--- config.mk ---
export PLATFORM = sky130hd
export DESIGN_NAME = mru_page_replacement_unit_flat
export DESIGN_NICKNAME = d
export VERILOG_FILES = /design/src/mrupr_pkg.sv /design/src/mrupr_ifs.sv /design/src/mrupr_cell.sv /design/src/mru_page_replacement_unit.sv /design/src/flat_wrapper.sv
export SDC_FILE = /design/constraint.sdc
export NUM_CORES = 1
export LEC_CHECK = 0
export ABC_CLOCK_PERIOD_IN_PS = 8550
export BUFFER_PORTS_ARGS = -buffer_cell sky130_fd_sc_hd__buf_2
export CAP_MARGIN = 5
export CORE_MARGIN = 2
export CORE_UTILIZATION = 60
export DETAILED_ROUTE_END_ITERATION = 10
export HOLD_SLACK_MARGIN = 0.06
export PLACE_DENSITY = 0.89
export SYNTH_ARGS = -nofsm -noshare
export SYNTH_HDL_FRONTEND = slang
export SYNTH_HIERARCHICAL = 1
export SYNTH_SLANG_ARGS = --single-unit
--- constraint.sdc ---
create_clock -name clk -period 8.55 [get_ports clk]
set_input_delay 0.4275 -clock clk [delete_from_list [all_inputs] [get_ports clk]]
set_output_delay 0.4275 -clock clk [all_outputs]
set_load 0.02 [all_outputs]
--- src/mrupr_pkg.sv ---
// Package for the MRU page replacement unit: shared constants, widths and
// the control/status structs passed between the top level and the frame cells.
// No dependencies.
package mrupr_pkg;

	localparam int FRAMES_DEF    = 8;
	localparam int PAGE_BITS_DEF = 16;

	localparam int PAGE_NUM_W = 16;   // width of the page_number field
	localparam int CFG_W      = 4;    // width of frames_in_use
	localparam int SLOT_OUT_W = 3;    // width of frame_slot
	localparam int TOTAL_W    = 32;   // width of the hit/fault totals

	localparam logic [CFG_W-1:0]   FRAMES_IN_USE_RST = CFG_W'(8);
	localparam logic [TOTAL_W-1:0] TOTAL_MAX         = '1;

	// per-cell control from the top level
	typedef struct packed {
		logic searched;   // cell lies below the filled, active frame count
		logic wr_en;      // cell takes the current page this cycle
	} cell_ctl_t;

	// per-cell status back to the top level and the next cell
	typedef struct packed {
		logic first_hit;  // lowest searched cell holding the page
		logic taken;      // a match exists in this cell or one before it
	} cell_stat_t;

endpackage

--- src/mrupr_ifs.sv ---
// Valid/ready channel interfaces of the MRU page replacement unit:
// reference requests, results and the frames_in_use write channel.
// Depends on mrupr_pkg.
interface mrupr_req_if;
	logic                               valid;
	logic                               ready;
	logic [mrupr_pkg::PAGE_NUM_W-1:0]   page_number;

	modport source (output valid, output page_number, input ready);
	modport sink   (input valid, input page_number, output ready);
endinterface

interface mrupr_rsp_if;
	logic                               valid;
	logic                               ready;
	logic                               was_hit;
	logic [mrupr_pkg::SLOT_OUT_W-1:0]   frame_slot;
	logic [mrupr_pkg::TOTAL_W-1:0]      hit_total;
	logic [mrupr_pkg::TOTAL_W-1:0]      fault_total;

	modport source (output valid, output was_hit, output frame_slot,
		output hit_total, output fault_total, input ready);
	modport sink   (input valid, input was_hit, input frame_slot,
		input hit_total, input fault_total, output ready);
endinterface

interface mrupr_cfg_if;
	logic                               valid;
	logic                               ready;
	logic [mrupr_pkg::CFG_W-1:0]        frames_in_use;

	modport source (output valid, output frames_in_use, input ready);
	modport sink   (input valid, input frames_in_use, output ready);
endinterface

--- src/mrupr_cell.sv ---
// One frame cell of the MRU page replacement unit: holds a resident page,
// compares it with the broadcast reference and extends the priority chain.
// Depends on mrupr_pkg.
module mrupr_cell #(
	parameter int PAGE_BITS = mrupr_pkg::PAGE_BITS_DEF
) (
	input  logic                     clk,
	input  mrupr_pkg::cell_ctl_t     ctl,
	input  logic [PAGE_BITS-1:0]     page,
	input  logic                     taken_in,
	output mrupr_pkg::cell_stat_t    stat
);
	import mrupr_pkg::*;

	logic [PAGE_BITS-1:0] page_q;
	logic                 match;

	// contents undefined until written; only searched cells are ever read
	always_ff @(posedge clk) begin
		if (ctl.wr_en) begin
			page_q <= page;
		end
	end

	assign match          = ctl.searched && (page_q == page);
	assign stat.first_hit = match && !taken_in;
	assign stat.taken     = match || taken_in;

endmodule

--- src/mru_page_replacement_unit.sv ---
// MRU page replacement unit, top level: request register, row of frame
// cells, fill/victim control, saturating totals and result register.
// Depends on mrupr_pkg, mrupr_ifs and mrupr_cell.
// Path: request register, then result register; a stall on the result side holds both.
// Throughput: one reference per cycle while the result side does not stall; the cell row compares and writes together.
// Reset: control, fill count, recent frame and totals clear; frames_in_use goes
// to 8. Frame contents are undefined until filled; no clearing pass is needed.
module mru_page_replacement_unit #(
	parameter int FRAMES    = mrupr_pkg::FRAMES_DEF,
	parameter int PAGE_BITS = mrupr_pkg::PAGE_BITS_DEF
) (
	input  logic          clk,
	input  logic          arst_n,
	mrupr_cfg_if.sink     cfg,
	mrupr_req_if.sink     req,
	mrupr_rsp_if.source   rsp
);
	import mrupr_pkg::*;

	localparam int SLOT_W = (FRAMES > 1) ? $clog2(FRAMES) : 1;
	localparam int FILL_W = $clog2(FRAMES + 1);
	localparam int CMP_W  = (FILL_W > CFG_W) ? FILL_W : CFG_W;
	localparam logic [CMP_W-1:0] FRAMES_C = CMP_W'(FRAMES);

	// configuration
	logic [CFG_W-1:0]     frames_in_use_q;

	// request stage
	logic                 valid_s1;
	logic [PAGE_BITS-1:0] page_s1;
	logic [PAGE_BITS-1:0] page_in;
	logic                 advance;

	// replacement state
	logic [FILL_W-1:0]    filled_q;
	logic [SLOT_W-1:0]    recent_q;
	logic [TOTAL_W-1:0]   hit_cnt_q;
	logic [TOTAL_W-1:0]   fault_cnt_q;

	// result register
	logic                 rsp_valid_q;
	logic                 was_hit_q;
	logic [SLOT_W-1:0]    slot_q;
	logic [TOTAL_W-1:0]   hit_total_q;
	logic [TOTAL_W-1:0]   fault_total_q;

	// lookup
	logic [CMP_W-1:0]     n_act;
	logic [CMP_W-1:0]     fill_act;
	logic                 hit;
	logic                 do_ref;
	logic [SLOT_W-1:0]    hit_slot;
	logic [SLOT_W-1:0]    slot;
	logic [TOTAL_W-1:0]   hit_next;
	logic [TOTAL_W-1:0]   fault_next;

	cell_ctl_t            ctl  [FRAMES];
	cell_stat_t           stat [FRAMES];

	// config is always taken; the channel must be written only while idle (the unit does not enforce this)
	assign cfg.ready = 1'b1;

	always_ff @(posedge clk or negedge arst_n) begin
		if (!arst_n) begin
			frames_in_use_q <= FRAMES_IN_USE_RST;
		end else if (cfg.valid) begin
			frames_in_use_q <= cfg.frames_in_use;
		end
	end

	// page number is cut or zero-extended to PAGE_BITS
	generate
		if (PAGE_BITS <= PAGE_NUM_W) begin : g_pg_cut
			assign page_in = req.page_number[PAGE_BITS-1:0];
		end else begin : g_pg_ext
			assign page_in = {{(PAGE_BITS-PAGE_NUM_W){1'b0}}, req.page_number};
		end
	endgenerate

	// stage 1 moves on whenever the result register is free or being drained
	assign advance   = !rsp_valid_q || rsp.ready;
	assign req.ready = !valid_s1 || advance;
	assign do_ref    = valid_s1 && advance;

	always_ff @(posedge clk or negedge arst_n) begin
		if (!arst_n) begin
			valid_s1 <= 1'b0;
		end else if (req.ready) begin
			valid_s1 <= req.valid;
		end
	end

	always_ff @(posedge clk) begin
		if (req.ready && req.valid) begin
			page_s1 <= page_in;
		end
	end

	// active frame count: zero acts as one, anything above FRAMES as FRAMES
	always_comb begin
		n_act = CMP_W'(frames_in_use_q);
		if (n_act == '0) begin
			n_act = CMP_W'(1);
		end
		if (n_act > FRAMES_C) begin
			n_act = FRAMES_C;
		end
		// after a shrink the extra filled frames simply drop out of the search
		fill_act = (CMP_W'(filled_q) < n_act) ? CMP_W'(filled_q) : n_act;
	end

	// cell row: page broadcast, first-match priority ripples down the chain
	generate
		for (genvar g = 0; g < FRAMES; g++) begin : g_cell
			logic taken_in;
			if (g == 0) begin : g_head
				assign taken_in = 1'b0;
			end else begin : g_link
				assign taken_in = stat[g-1].taken;
			end

			assign ctl[g].searched = CMP_W'(g) < fill_act;
			assign ctl[g].wr_en    = do_ref && !hit && (slot == SLOT_W'(g));

			mrupr_cell #(
				.PAGE_BITS (PAGE_BITS)
			) u_cell (
				.clk      (clk),
				.ctl      (ctl[g]),
				.page     (page_s1),
				.taken_in (taken_in),
				.stat     (stat[g])
			);
		end
	endgenerate

	assign hit = stat[FRAMES-1].taken;

	// one-hot first match to index
	always_comb begin
		hit_slot = '0;
		for (int i = 0; i < FRAMES; i++) begin
			if (stat[i].first_hit) begin
				hit_slot = hit_slot | SLOT_W'(i);
			end
		end
	end

	// frame choice: hit frame, else first free frame, else the recent frame
	// (the last active frame if the recent one now lies outside the count)
	always_comb begin
		if (hit) begin
			slot = hit_slot;
		end else if (fill_act < n_act) begin
			slot = fill_act[SLOT_W-1:0];
		end else if (CMP_W'(recent_q) < n_act) begin
			slot = recent_q;
		end else begin
			slot = SLOT_W'(n_act - CMP_W'(1));
		end
	end

	assign hit_next   = (hit && hit_cnt_q != TOTAL_MAX) ? hit_cnt_q + 1'b1 : hit_cnt_q;
	assign fault_next = (!hit && fault_cnt_q != TOTAL_MAX) ?
		fault_cnt_q + 1'b1 : fault_cnt_q;

	always_ff @(posedge clk or negedge arst_n) begin
		if (!arst_n) begin
			filled_q    <= '0;
			recent_q    <= '0;
			hit_cnt_q   <= '0;
			fault_cnt_q <= '0;
			rsp_valid_q <= 1'b0;
		end else begin
			if (do_ref) begin
				recent_q    <= slot;
				hit_cnt_q   <= hit_next;
				fault_cnt_q <= fault_next;
				if (!hit && fill_act < n_act) begin
					filled_q <= FILL_W'(fill_act + CMP_W'(1));
				end
			end
			if (advance) begin
				rsp_valid_q <= valid_s1;
			end
		end
	end

	always_ff @(posedge clk) begin
		if (do_ref) begin
			was_hit_q     <= hit;
			slot_q        <= slot;
			hit_total_q   <= hit_next;
			fault_total_q <= fault_next;
		end
	end

	assign rsp.valid       = rsp_valid_q;
	assign rsp.was_hit     = was_hit_q;
	assign rsp.hit_total   = hit_total_q;
	assign rsp.fault_total = fault_total_q;

	generate
		if (SLOT_W >= SLOT_OUT_W) begin : g_slot_cut
			assign rsp.frame_slot = slot_q[SLOT_OUT_W-1:0];
		end else begin : g_slot_ext
			assign rsp.frame_slot = {{(SLOT_OUT_W-SLOT_W){1'b0}}, slot_q};
		end
	endgenerate

endmodule

--- src/flat_wrapper.sv ---
// flat-port wrapper written by rule: the top's interface ports become plain ports
module mru_page_replacement_unit_flat import mrupr_pkg::*;
#(
	parameter int FRAMES    = mrupr_pkg::FRAMES_DEF,
	parameter int PAGE_BITS = mrupr_pkg::PAGE_BITS_DEF
)
  (clk, arst_n, cfg_valid, cfg_frames_in_use, cfg_ready, req_valid, req_page_number, req_ready, rsp_valid, rsp_was_hit, rsp_frame_slot, rsp_hit_total, rsp_fault_total, rsp_ready);
  mrupr_cfg_if cfg_i ();
  mrupr_req_if req_i ();
  mrupr_rsp_if rsp_i ();
  input  logic clk;
  input  logic arst_n;
  input wire logic [$bits(cfg_i.valid)-1:0] cfg_valid;
  input wire logic [$bits(cfg_i.frames_in_use)-1:0] cfg_frames_in_use;
  output wire logic [$bits(cfg_i.ready)-1:0] cfg_ready;
  input wire logic [$bits(req_i.valid)-1:0] req_valid;
  input wire logic [$bits(req_i.page_number)-1:0] req_page_number;
  output wire logic [$bits(req_i.ready)-1:0] req_ready;
  output wire logic [$bits(rsp_i.valid)-1:0] rsp_valid;
  output wire logic [$bits(rsp_i.was_hit)-1:0] rsp_was_hit;
  output wire logic [$bits(rsp_i.frame_slot)-1:0] rsp_frame_slot;
  output wire logic [$bits(rsp_i.hit_total)-1:0] rsp_hit_total;
  output wire logic [$bits(rsp_i.fault_total)-1:0] rsp_fault_total;
  input wire logic [$bits(rsp_i.ready)-1:0] rsp_ready;
  assign cfg_i.valid = cfg_valid;
  assign cfg_i.frames_in_use = cfg_frames_in_use;
  assign cfg_ready = cfg_i.ready;
  assign req_i.valid = req_valid;
  assign req_i.page_number = req_page_number;
  assign req_ready = req_i.ready;
  assign rsp_valid = rsp_i.valid;
  assign rsp_was_hit = rsp_i.was_hit;
  assign rsp_frame_slot = rsp_i.frame_slot;
  assign rsp_hit_total = rsp_i.hit_total;
  assign rsp_fault_total = rsp_i.fault_total;
  assign rsp_i.ready = rsp_ready;
  mru_page_replacement_unit #(.FRAMES(FRAMES), .PAGE_BITS(PAGE_BITS)) u_core (.clk(clk), .arst_n(arst_n), .cfg(cfg_i), .req(req_i), .rsp(rsp_i));
endmodule
==> key figures <==
GRT
  • GR Util All Layers: 25.0%
  • Largest net degree at the start of global routing: 78
  • Vias in the first global route: 8525
  • Initial antenna violation count: 0
  • First-pass GRT wire length: 46400 microns
  • GR Overflow Total: 0

Worst setup path
  • Worst setup path startpoint: u_core/frames_in_use_q[3]
  • Worst R2R Start: u_core/frames_in_use_q[3]
  • WP data arrival: 6940 ps
  • Crit path capture type: flop
  • WP data required: 8700 ps
  • Startpoint Class: flop
  • CP Class: reg -> reg
  • Crit Path Max Fanout: 16

Timing
  • Clk_skew: 21.9 ps
  • Slew @ Worst Pin: 1280 ps
  • Fraction of the cycle the final worst path needs: 79.5%
  • Slew HR: 14.1%
  • Worst setup slack after layout: 1760 ps
  • Setup TNS: 0 ps
  • Tmin final: 6790 ps
  • Fin. max-slew vios: 0
  • RSZ-0062 raised after global routing: false
  • Final Setup Violations: 0
  • Peak Freq: 147 MHz
  • Worst hold margin: 52.2 ps
  • Final hold viol count: 0

Layout
  • Filler cells: 1344
  • Ratio of cells with drive above 1 in the final layout: 17.8%
  • P&R area growth vs syn: 15.2%
  • Commonest non-fill, non-tap cells in the layout: edfxtp_1 (212), xor2_1 (179), buf_2 (93)
  • Final nets: 1167
  • Most common cell after layout, fill and taps aside: edfxtp_1
  • Antenna Cells: 0
  • Final Instance Count excl. Fillers: 1430
  • Final Cell Area: 15300 sq um

Floorplanning
  • Die Height: 153 microns
  • Initial Util: 61.0%
  • Row count: 54
  • Die width: 153 microns
  • IO Pins: 96
  • Core Area: 21800 sq um
  • Total Die Area: 23400 sq um

CTS
  • Clock insertion delay at the later pin of the skew report: 550 ps
  • Post-CTS sizing: 0
  • CTS Buf Count: 28
  • CTS clk-pin slew, worst paths: 60 ps
  • CTS root buffer: clkbuf_16
  • H-tree levels: 1
  • Clock sink count: 289
  • CTS tree: done
  • CTS max path bufs: 3

Yosys
  • Avg Inst Size Synth: 13.4 sq um
  • YS warnings: 6
  • Mapped cell area: 13300 sq um
  • Mapped Cells: 994
  • Syn nets: 1033

Placement
  • Port Buffers: 94
  • Gpl congestion: 0.840
  • DP Area: 14200 sq um
  • Placed Instances: 1361
  • DP Wirelength: 17700 microns
  • Place WS: 1960 ps

Detailed routing
  • 1st-pass router iterations: 8
  • Drt total wl: 29200 microns
  • Post-DRT Antenna Nets: 0
  • Iteration-0 DRC Markers: 811
  • Routed via count: 8434
  • Drt wl/cell: 20.4 microns
  • Routed vias/inst: 5.90
  • DRC: 0

Flow run
  • Max-cap violations: 0

Status
  • Outcome: completed

Power
  • VDD IR-drop max: 162 uV
  • PwrDens: 247 nW/um^2
  • LEAKAGE: 6.04 nW

Min path
  • Worst hold path class: in -> async
-- worst max-delay path, cell delays in order, from the launching register on --
cell and delay, ps:
dfstp_2 640, nand2b_1 260, ha_1 190, inv_1 60, o311a_1 340, o21ai_1 210
mux2i_1 410, inv_1 150, nor2_1 210, nand2_1 90, nand2_1 60, o21bai_1 90
o21bai_1 200, o21bai_1 200, o21bai_1 200, o21bai_1 200, o21bai_1 210, o21bai_1 220
o21bai_2 420, nor2_1 640, nand2b_1 330, nor3b_2 1070
-- layer usage --
metal  vias up  global-route usage (%)  share of wire (%)
li1       3833                       -                  -
met1      4139                    32.1                 38
met2       374                    43.0                 51
met3        88                    3.52                6.7
met4         0                    10.4                3.9
met5         -                       0                  0
-- state kept, by name, indices dropped and copies added, names as in the netlist, 3 cells and up --
register,count
u_core/frames_in_use_q,4
u_core/hit_cnt_q,32
u_core/rsp.frame_slot,3
u_core/fault_cnt_q,32
u_core/g_cell.u_cell/page_q,128
u_core/rsp.fault_total,32
u_core/filled_q,4
u_core/rsp.hit_total,32
u_core/recent_q,3
u_core/page_s1,16
-- final timing paths --
kind / to / slack [ps] / cells after the start
max: u_core/g_cell[7].u_cell/page_q[11] / 1760 / 21
min: u_core/filled_q[1] / 50 / 1
max reg2reg: u_core/g_cell[7].u_cell/page_q[11] / 1760 / 21
min reg2reg: u_core/hit_cnt_q[11] / 520 / 1
max in group asynchronous: u_core/hit_cnt_q[6] / 7820 / 1
min in group clk: u_core/valid_s1 / 100 / 2
-- repair_timing --
action,CTS,global route
endpoints found under the hold margin,14,2
setup buffers,0,0
hold buffers,14,2
-- per-stage QoR --
stage,power [mW],util [%]
after floorplan,2.25,-
after global placement,2.43,64.9
after detailed placement,2.46,64.9
after CTS,3.78,70.1
after global routing,3.92,70.2
final,3.78,70.2
-- area by class of cell --
class	count	area (sq um)	share of cell area, %
clock buffers	35	747	4.87
clock inverters	17	244	1.59
inverters	19	71.3	0.465
multi-input cells	666	4880	31.8
flip-flops and latches	289	8290	54.1
well taps	280	350	2.29
repair buffers	124	742	4.84
-- power by group --
part	internal, mW	switching (mW)	total (mW)	leakage [nW]
clock	0.801	0.519	1.32	0.485
combinational	0.250	0.429	0.679	2.56
sequential	1.67	0.111	1.78	3.00
Power figures use the tool's default switching activity.
